===== src/rtl/core/itpv_pkg.sv =====
package itpv_pkg;

   // String layout: YYYY-MM-DDTHH:MM:SSZ
   localparam logic [4:0] STR_LEN   = 5'd20;
   localparam logic [4:0] POS_SAT   = 5'd21;
   localparam logic [4:0] POS_DASH0 = 5'd4;
   localparam logic [4:0] POS_DASH1 = 5'd7;
   localparam logic [4:0] POS_T     = 5'd10;
   localparam logic [4:0] POS_COL0  = 5'd13;
   localparam logic [4:0] POS_COL1  = 5'd16;
   localparam logic [4:0] POS_Z     = 5'd19;
   localparam logic [4:0] POS_YEAR_END   = 5'd3;
   localparam logic [4:0] POS_MONTH_END  = 5'd6;
   localparam logic [4:0] POS_DAY_END    = 5'd9;
   localparam logic [4:0] POS_HOUR_END   = 5'd12;
   localparam logic [4:0] POS_MINUTE_END = 5'd15;

   localparam logic [7:0] CH_DASH  = 8'h2D;
   localparam logic [7:0] CH_T     = 8'h54;
   localparam logic [7:0] CH_COLON = 8'h3A;
   localparam logic [7:0] CH_Z     = 8'h5A;
   localparam logic [7:0] CH_ZERO  = 8'h30;
   localparam logic [7:0] CH_NINE  = 8'h39;

   localparam logic [13:0] YEAR_MIN  = 14'd2000;
   localparam logic [13:0] YEAR_MAX  = 14'd2099;
   localparam logic [6:0]  HOUR_MAX  = 7'd23;
   localparam logic [6:0]  MINSEC_MAX = 7'd59;

   // Configuration register indexes
   localparam logic [2:0] CSR_THR_YEAR   = 3'd0;
   localparam logic [2:0] CSR_THR_MONTH  = 3'd1;
   localparam logic [2:0] CSR_THR_DAY    = 3'd2;
   localparam logic [2:0] CSR_THR_HOUR   = 3'd3;
   localparam logic [2:0] CSR_THR_MINUTE = 3'd4;
   localparam logic [2:0] CSR_THR_SECOND = 3'd5;

   // Parsed string as it stands after its final character
   typedef struct packed {
      logic [13:0] year;
      logic [6:0]  month;
      logic [6:0]  day;
      logic [6:0]  hour;
      logic [6:0]  minute;
      logic [6:0]  second;
      logic [4:0]  pos;
      logic        err;
   } snap_type;

   // Synchronization threshold
   typedef struct packed {
      logic [13:0] year;
      logic [3:0]  month;
      logic [4:0]  day;
      logic [4:0]  hour;
      logic [5:0]  minute;
      logic [5:0]  second;
   } thr_type;

   // Verdict on one string
   typedef struct packed {
      logic ok;
      logic at_or_after;
   } verdict_type;

endpackage


===== src/rtl/core/itpv_check.sv =====
module itpv_check
   import itpv_pkg::*;
(
   input  snap_type    snap,
   input  thr_type     thr,
   output verdict_type verdict
);

   logic       leap;
   logic [6:0] mlen;
   logic       form_ok;
   logic       date_ok;
   logic       time_ok;
   logic       at_or_after;

   // Leap rule: only consulted when the year is 2000..2099, where a multiple
   // of four is always a leap year (2000 is a multiple of 400).
   assign leap = (snap.year[1:0] == 2'b00);

   // Month length
   always_comb begin
      case (snap.month) inside
         7'd1, 7'd3, 7'd5, 7'd7, 7'd8, 7'd10, 7'd12: mlen = 7'd31;
         7'd4, 7'd6, 7'd9, 7'd11:                     mlen = 7'd30;
         7'd2:    mlen = leap ? 7'd29 : 7'd28;
         default: mlen = 7'd0;
      endcase
   end

   assign form_ok = (snap.pos == STR_LEN) && !snap.err;
   assign date_ok = (snap.year >= YEAR_MIN) && (snap.year <= YEAR_MAX)
                 && (snap.month >= 7'd1) && (snap.month <= 7'd12)
                 && (snap.day >= 7'd1) && (snap.day <= mlen);
   assign time_ok = (snap.hour <= HOUR_MAX) && (snap.minute <= MINSEC_MAX)
                 && (snap.second <= MINSEC_MAX);

   // Lexicographic compare, time against threshold, fields zero-extended
   always_comb begin
      if (snap.year != thr.year) begin
         at_or_after = snap.year > thr.year;
      end else if (snap.month != {3'b000, thr.month}) begin
         at_or_after = snap.month > {3'b000, thr.month};
      end else if (snap.day != {2'b00, thr.day}) begin
         at_or_after = snap.day > {2'b00, thr.day};
      end else if (snap.hour != {2'b00, thr.hour}) begin
         at_or_after = snap.hour > {2'b00, thr.hour};
      end else if (snap.minute != {1'b0, thr.minute}) begin
         at_or_after = snap.minute > {1'b0, thr.minute};
      end else begin
         at_or_after = snap.second >= {1'b0, thr.second};
      end
   end

   assign verdict = '{ok: form_ok && date_ok && time_ok, at_or_after: at_or_after};

endmodule


===== src/rtl/core/iso_timestamp_parse_validate.sv =====
// ISO 8601 UTC timestamp parser (YYYY-MM-DDTHH:MM:SSZ).
// Request channel (req_): one character per request, req_last_char set on the
// final character of a string. A request is taken when req_valid is high and
// req_stall is low. Result channel (rsp_): one result per string, presented
// after the request carrying the final character; the receiver holds it with
// rsp_stall. Characters that are not final give no result.
// A final character passes the input register, then the parse register, then
// the result register before its result shows on rsp_.
// Throughput: one character per cycle while req_stall is low; the accumulate
// step and the date check each sit between two registers, so nothing iterates.
// While the result register is held by rsp_stall, characters keep flowing
// until a second final character has to wait; req_stall then rises.
// Configuration (csr_): threshold registers, index 0..5, always ready; writes
// to indexes above 5 are dropped. Write only while no string is in flight.
// Reset: clears the pipeline, the string state and the synchronized flag, and
// loads the threshold 2000-01-01T00:00:00.
module iso_timestamp_parse_validate
   import itpv_pkg::*;
(
   input  logic        clock,
   input  logic        reset,
   input  logic        req_valid,
   output logic        req_stall,
   input  logic [7:0]  req_char_in,
   input  logic        req_last_char,
   output logic        rsp_valid,
   input  logic        rsp_stall,
   output logic        rsp_accepted,
   output logic [11:0] rsp_year_out,
   output logic [3:0]  rsp_month_out,
   output logic [4:0]  rsp_day_out,
   output logic [4:0]  rsp_hour_out,
   output logic [5:0]  rsp_minute_out,
   output logic [5:0]  rsp_second_out,
   output logic        rsp_synchronized,
   input  logic        csr_valid,
   output logic        csr_ready,
   input  logic [2:0]  csr_index,
   input  logic [13:0] csr_wdata
);

   thr_type     thr_ff;
   logic        s1_valid_ff;
   logic [7:0]  s1_char_ff;
   logic        s1_last_ff;
   snap_type    st_ff, st_in;
   snap_type    step;
   logic        s2_valid_ff;
   snap_type    s2_snap_ff;
   logic        sync_ff, sync_in;
   logic        out_free, s2_free, s1_go, s1_free;
   logic        is_digit;
   logic [3:0]  digit;
   verdict_type verdict;
   logic        rsp_valid_ff;
   logic        acc_ff;
   logic [11:0] year_ff;
   logic [3:0]  month_ff;
   logic [4:0]  day_ff;
   logic [4:0]  hour_ff;
   logic [5:0]  minute_ff;
   logic [5:0]  second_ff;

   // Flow control
   assign out_free  = !rsp_valid_ff || !rsp_stall;
   assign s2_free   = !s2_valid_ff || out_free;
   assign s1_go     = s1_valid_ff && (!s1_last_ff || s2_free);
   assign s1_free   = !s1_valid_ff || s1_go;
   assign req_stall = !s1_free;
   assign csr_ready = 1'b1;

   // Threshold registers
   always_ff @(posedge clock) begin
      if (reset) begin
         thr_ff <= '{year: YEAR_MIN, month: 4'd1, day: 5'd1,
                     hour: 5'd0, minute: 6'd0, second: 6'd0};
      end else if (csr_valid && csr_ready) begin
         unique case (csr_index)
            CSR_THR_YEAR:   thr_ff.year   <= csr_wdata;
            CSR_THR_MONTH:  thr_ff.month  <= csr_wdata[3:0];
            CSR_THR_DAY:    thr_ff.day    <= csr_wdata[4:0];
            CSR_THR_HOUR:   thr_ff.hour   <= csr_wdata[4:0];
            CSR_THR_MINUTE: thr_ff.minute <= csr_wdata[5:0];
            CSR_THR_SECOND: thr_ff.second <= csr_wdata[5:0];
            default: ;
         endcase
      end
   end

   // Input register
   always_ff @(posedge clock) begin
      if (reset) begin
         s1_valid_ff <= 1'b0;
      end else if (s1_free) begin
         s1_valid_ff <= req_valid;
      end
   end

   always_ff @(posedge clock) begin
      if (s1_free && req_valid) begin
         s1_char_ff <= req_char_in;
         s1_last_ff <= req_last_char;
      end
   end

   // Character check and decimal accumulate
   assign is_digit = (s1_char_ff >= CH_ZERO) && (s1_char_ff <= CH_NINE);
   assign digit    = s1_char_ff[3:0];

   always_comb begin
      step = st_ff;
      case (st_ff.pos) inside
         POS_DASH0, POS_DASH1: step.err = st_ff.err || (s1_char_ff != CH_DASH);
         POS_T:                step.err = st_ff.err || (s1_char_ff != CH_T);
         POS_COL0, POS_COL1:   step.err = st_ff.err || (s1_char_ff != CH_COLON);
         POS_Z:                step.err = st_ff.err || (s1_char_ff != CH_Z);
         default: begin
            if (st_ff.pos < STR_LEN) begin
               if (!is_digit) begin
                  step.err = 1'b1;
               end else if (st_ff.pos <= POS_YEAR_END) begin
                  step.year = (st_ff.year << 3) + (st_ff.year << 1) + {10'd0, digit};
               end else if (st_ff.pos <= POS_MONTH_END) begin
                  step.month = (st_ff.month << 3) + (st_ff.month << 1) + {3'd0, digit};
               end else if (st_ff.pos <= POS_DAY_END) begin
                  step.day = (st_ff.day << 3) + (st_ff.day << 1) + {3'd0, digit};
               end else if (st_ff.pos <= POS_HOUR_END) begin
                  step.hour = (st_ff.hour << 3) + (st_ff.hour << 1) + {3'd0, digit};
               end else if (st_ff.pos <= POS_MINUTE_END) begin
                  step.minute = (st_ff.minute << 3) + (st_ff.minute << 1) + {3'd0, digit};
               end else begin
                  step.second = (st_ff.second << 3) + (st_ff.second << 1) + {3'd0, digit};
               end
            end
         end
      endcase
      if (st_ff.pos < POS_SAT) begin
         step.pos = st_ff.pos + 5'd1;
      end
   end

   // String state: advances per character, clears after the final one
   always_comb begin
      st_in = st_ff;
      if (s1_go) begin
         st_in = s1_last_ff ? '0 : step;
      end
   end

   always_ff @(posedge clock) begin
      if (reset) begin
         st_ff <= '0;
      end else begin
         st_ff <= st_in;
      end
   end

   // Parse register: snapshot of a finished string
   always_ff @(posedge clock) begin
      if (reset) begin
         s2_valid_ff <= 1'b0;
      end else if (s2_free) begin
         s2_valid_ff <= s1_go && s1_last_ff;
      end
   end

   always_ff @(posedge clock) begin
      if (s2_free && s1_go && s1_last_ff) begin
         s2_snap_ff <= step;
      end
   end

   itpv_check u_check (
      .snap    (s2_snap_ff),
      .thr     (thr_ff),
      .verdict (verdict)
   );

   // Synchronized flag: only an accepted string moves it
   always_comb begin
      sync_in = sync_ff;
      if (s2_valid_ff && out_free && verdict.ok) begin
         sync_in = verdict.at_or_after;
      end
   end

   always_ff @(posedge clock) begin
      if (reset) begin
         sync_ff <= 1'b0;
      end else begin
         sync_ff <= sync_in;
      end
   end

   // Result register
   always_ff @(posedge clock) begin
      if (reset) begin
         rsp_valid_ff <= 1'b0;
      end else if (out_free) begin
         rsp_valid_ff <= s2_valid_ff;
      end
   end

   always_ff @(posedge clock) begin
      if (out_free && s2_valid_ff) begin
         acc_ff    <= verdict.ok;
         year_ff   <= verdict.ok ? s2_snap_ff.year[11:0]  : 12'd0;
         month_ff  <= verdict.ok ? s2_snap_ff.month[3:0]  : 4'd0;
         day_ff    <= verdict.ok ? s2_snap_ff.day[4:0]    : 5'd0;
         hour_ff   <= verdict.ok ? s2_snap_ff.hour[4:0]   : 5'd0;
         minute_ff <= verdict.ok ? s2_snap_ff.minute[5:0] : 6'd0;
         second_ff <= verdict.ok ? s2_snap_ff.second[5:0] : 6'd0;
      end
   end

   assign rsp_valid        = rsp_valid_ff;
   assign rsp_accepted     = acc_ff;
   assign rsp_year_out     = year_ff;
   assign rsp_month_out    = month_ff;
   assign rsp_day_out      = day_ff;
   assign rsp_hour_out     = hour_ff;
   assign rsp_minute_out   = minute_ff;
   assign rsp_second_out   = second_ff;
   assign rsp_synchronized = sync_ff;

   // An accepted result carries an in-range date and time
   a_accepted_range: assert property (@(posedge clock) disable iff (reset)
      (rsp_valid_ff && acc_ff) |-> (year_ff >= 12'd2000 && year_ff <= 12'd2099
         && month_ff >= 4'd1 && month_ff <= 4'd12 && day_ff >= 5'd1
         && hour_ff <= 5'd23 && minute_ff <= 6'd59 && second_ff <= 6'd59))
      else $error("accepted result out of range");

   // A rejected result carries zero fields
   a_rejected_zero: assert property (@(posedge clock) disable iff (reset)
      (rsp_valid_ff && !acc_ff) |-> (year_ff == 12'd0 && month_ff == 4'd0
         && day_ff == 5'd0 && hour_ff == 5'd0 && minute_ff == 6'd0
         && second_ff == 6'd0))
      else $error("rejected result with nonzero fields");

   // A freshly loaded rejected result leaves the synchronized flag as it was
   a_reject_keeps_sync: assert property (@(posedge clock) disable iff (reset)
      (s2_valid_ff && out_free && !verdict.ok) |=> $stable(sync_ff))
      else $error("synchronized flag moved on a rejected string");

   // Position never passes its saturation value
   a_pos_sat: assert property (@(posedge clock) disable iff (reset)
      st_ff.pos <= POS_SAT)
      else $error("character position beyond saturation");

endmodule


===== config.mk =====
export PLATFORM = sky130hd
export DESIGN_NAME = iso_timestamp_parse_validate
export DESIGN_NICKNAME = d
export VERILOG_FILES = /design/src/rtl/core/itpv_pkg.sv /design/src/rtl/core/itpv_check.sv /design/src/rtl/core/iso_timestamp_parse_validate.sv
export SDC_FILE = /design/constraint.sdc
export NUM_CORES = 1
export LEC_CHECK = 0
export BUFFER_PORTS_ARGS = -buffer_cell sky130_fd_sc_hd__buf_2
export CORE_MARGIN = 2
export CORE_UTILIZATION = 55
export DETAILED_ROUTE_END_ITERATION = 10
export PLACE_DENSITY = 0.75
export RECOVER_POWER = 25
export SYNTH_ARGS = -nofsm -noshare
export SYNTH_HDL_FRONTEND = slang
export SYNTH_HIERARCHICAL = 1
export SYNTH_SLANG_ARGS = --single-unit

===== constraint.sdc =====
create_clock -name clock -period 5.5 [get_ports clock]
set_input_delay 0.825 -clock clock [delete_from_list [all_inputs] [get_ports clock]]
set_output_delay 0.825 -clock clock [all_outputs]
set_load 0.05 [all_outputs]

==> results.md <==
- Filler instances: 1,641
- Post-DP Area: 0.01171 sq mm
- Post-CTS Setup Inserts: 0
- Synth warn: 6
- Max-slew headroom at the worst pin: -72.27%
- Critical Path Fanout Max: 55
- Avg Vias per Cell: 5.679
- CTS buffer count: 22
- Layout cells sized above 1: 14.95%
- Worst clock skew: 0.01465 ns
- Pleak: 5.236 nW
- Synth Register Bits: 202
- Largest area contributor in the netlist: edfxtp_1
- Number of synthesized flops with an enable pin: 103
- CP Capture Type: flop
- Worst Path Required: 5.89 ns
- Post-cts resize count: 0
- Vias in the first global route: 7,706
- Total grt overflow: 0
- RSZ-0062 raised after global routing: no
- Layout net count: 1,244
- Top-area cell type share of the netlist area: 27.68%
- Setup_tns: 0 ns
- Switching Share: 21.91%
- Clock Tree Buf Depth: 3
- Routed WL: 24,470 um
- Full die area: 0.02148 sq mm
- Peak supply drop: 0.0002487 V
- CTS tree: done
- Seq/Total Area, Yosys: 45.41%
- Hold Crit Start: rsp_synchronized
- Most frequent cell after synthesis: ha_1
- DRC: 0
- Hold EP: rsp_synchronized
- Worst Hold Depth: 2
- Hpwl dp: 17,560 um
- Htree depth: 1
- Area Overhead vs Synth: 11.39%
- Pins over their slew limit: 98
- R2R setup slack: 1.93 ns
- Clk_lat worst skew: 0.51 ns
- Period utilization: 68.68%
- Worst R2R Path Depth: 11
- PnR Total Power: 0.003341 W
- Outcome: finished, violations left
- CTS sink count: 202
- Starting Density: 55.59%
- I/O Buffers: 72
- Combinational power share: 5.5%
- # IOs: 74
- Reg2reg start: s2_snap_ff[35]
- Post-synth ARST share: 0%
- Placer Congestion: 0.9237
- Clock transition at path regs: 0.06 ns
- R2r endpoint: rsp_synchronized
- Die Wd: 146.5 um
- Syn_nets: 1,179
- Final setup vio count: 0
- HP Class: flop to flop
- DRT iter0 DRCs: 564
- Top cells by count, synth: ha_1 (112), edfxtp_1 (103), dfxtp_1 (99)
- Sequential Power Share: 49.1%
- First-pass GRT wire length: 39,580 um
- Crit path kind: input port to flop
- Worst Tran Pin Value: 2.584 ns
- Post-synthesis cell count: 1,024
- Internal: 0.002609 W
- Pwr Density: 268.4 mW/mm^2
- Clock network fraction of total power: 45.5%
- Cell Area, Synth: 0.01118 sq mm
- Sw power: 0.0007320 W
- CP arrival: 4.17 ns
- Die Y: 146.5 um
- F_max: 0.2647 GHz
- WL/cell: 17.81 um
- CP startpoint kind: input port
- Netlist cell types: 84
- Predominant post-synthesis flop cell: edfxtp_1
- Tmin final: 3.777 ns
- Initial antenna violation count: 0
- Post-route ant nets: 0
- Largest net degree at the start of global routing: 57
- Synth top area cells: edfxtp_1 (28%), dfxtp_1 (18%), ha_1 (13%), a22o_1 (3.1%), inv_1 (2.8%)
- Hold-fix buffers, CTS: 0
- Violated checks: capacitance limit, slew limit
- Final hold slack: 0.4543 ns
- Core area: 0.02010 sq mm
- Final instance area: 0.01245 sq mm
- Root Driver: clkbuf_16
- Max-cap violation count: 2
- GR Util All Layers: 23.05%
- N_diodes: 0
- Initial DRT Pass Iterations: 5
- Via Count: 7,803
- Avg Synthesized Cell Area: 10.91 sq um
- Final hold vios: 0
- Row cnt: 52
==> metrics by stage <==
stage / setup WS [ns] / utilization [%] / std cells
after global routing: 1.470 / 61.92 / 1374
after detailed placement: 2.082 / 58.23 / 1335
final: 1.723 / 61.92 / 1374
after CTS: 2.038 / 61.95 / 1374
after global placement: 2.270 / 58.23 / 1335
after floorplan: 1.194 / - / 1024
==> power groups by stage <==
stage | combinational (W) | clock, W | sequential, W
3_5_place_dp | 0.000182 | 0 | 0.00167
6_report | 0.000183 | 0.00152 | 0.00164
5_1_grt | 0.000203 | 0.00160 | 0.00164
2_1_floorplan | 0.000113 | 0 | 0.00167
3_3_place_gp | 0.000177 | 0 | 0.00167
4_1_cts | 0.000183 | 0.00154 | 0.00164
==> placed cells by master (no fill, tap or decap), types with 7 or more instances in the layout <==
master     count
ha_1         112
edfxtp_1     103
dfxtp_1       99
inv_1         83
nand2_1       72
buf_2         70
nor2_1        63
a21oi_1       50
and2_1        41
a22o_1        40
xnor2_1       31
o21ai_0       29
mux2_2        27
mux2i_1       27
clkbuf_16     23
a21o_1        15
nor2b_1       13
nand4_1       12
fa_1          12
nor3_1        11
o21a_1        10
nand3_1        7
xor2_1         7
o21ai_1        7
nand3b_1       7
clkbuf_1       7
==> per-layer routing <==
layer	global-route usage [%]	up-vias	wire [um]
met5	0	-	0
met4	8.398	0	914
met3	3.562	53	1449
met2	38.07	227	11130
met1	30.96	3703	10980
li1	-	3820	-
==> worst max-delay path by stage <==
stage | startpoint | endpoint | slack (ns) | cells past startpoint
2_1_floorplan | rsp_stall | rsp_accepted | 1.19 | 1
6_report | reset | st_ff[35] | 1.72 | 4
4_1_cts | s2_snap_ff[35] | rsp_synchronized | 2.04 | 11
3_3_place_gp | s2_snap_ff[35] | rsp_synchronized | 2.27 | 11
3_5_place_dp | s2_snap_ff[35] | rsp_synchronized | 2.08 | 11
5_1_grt | reset | st_ff[34] | 1.47 | 4
==> flip-flops by register name (all words and copies together), names as in the netlist, 5 cells and up <==
register        count
rsp_second_out      6
st_ff              55
rsp_year_out       12
rsp_minute_out      6
s2_snap_ff         55
thr_ff             40
rsp_day_out         5
s1_char_ff          8
rsp_hour_out        5
==> worst max-delay path, stage by stage <==
cell	delay, ns
clkbuf_1	1.79
nor2_1	0.72
and2_0	0.53
a22o_1	0.28
==> kinds of logic (layout without fill, tap and decap cells) <==
group | Yosys count | count (layout) | synth area share (%)
adder cells (fa/ha/maj) | 124 | 124 | 14.69
AND/OR/NAND/NOR | 278 | 278 | 13.54
other | 1 | 1 | 0.03355
flip-flops | 202 | 202 | 45.41
multiplexers | 56 | 56 | 5.340
buffers and inverters | 119 | 199 | 4.758
XOR/XNOR | 38 | 38 | 2.978
AO/OA/AOI/OAI | 206 | 206 | 13.26
==> layout make-up <==
type / instances / area (sq um) / area share [%]
timing repair buffer: 76 / 384.1 / 3.086
sequential: 202 / 5075 / 40.77
clock buffer: 30 / 631.9 / 5.076
inverter: 84 / 315.3 / 2.533
tap: 270 / 337.8 / 2.714
multi-input combinational: 703 / 5588 / 44.89
clock inverter: 9 / 116.4 / 0.9348
No activity file was read; power rests on OpenSTA's default activity.
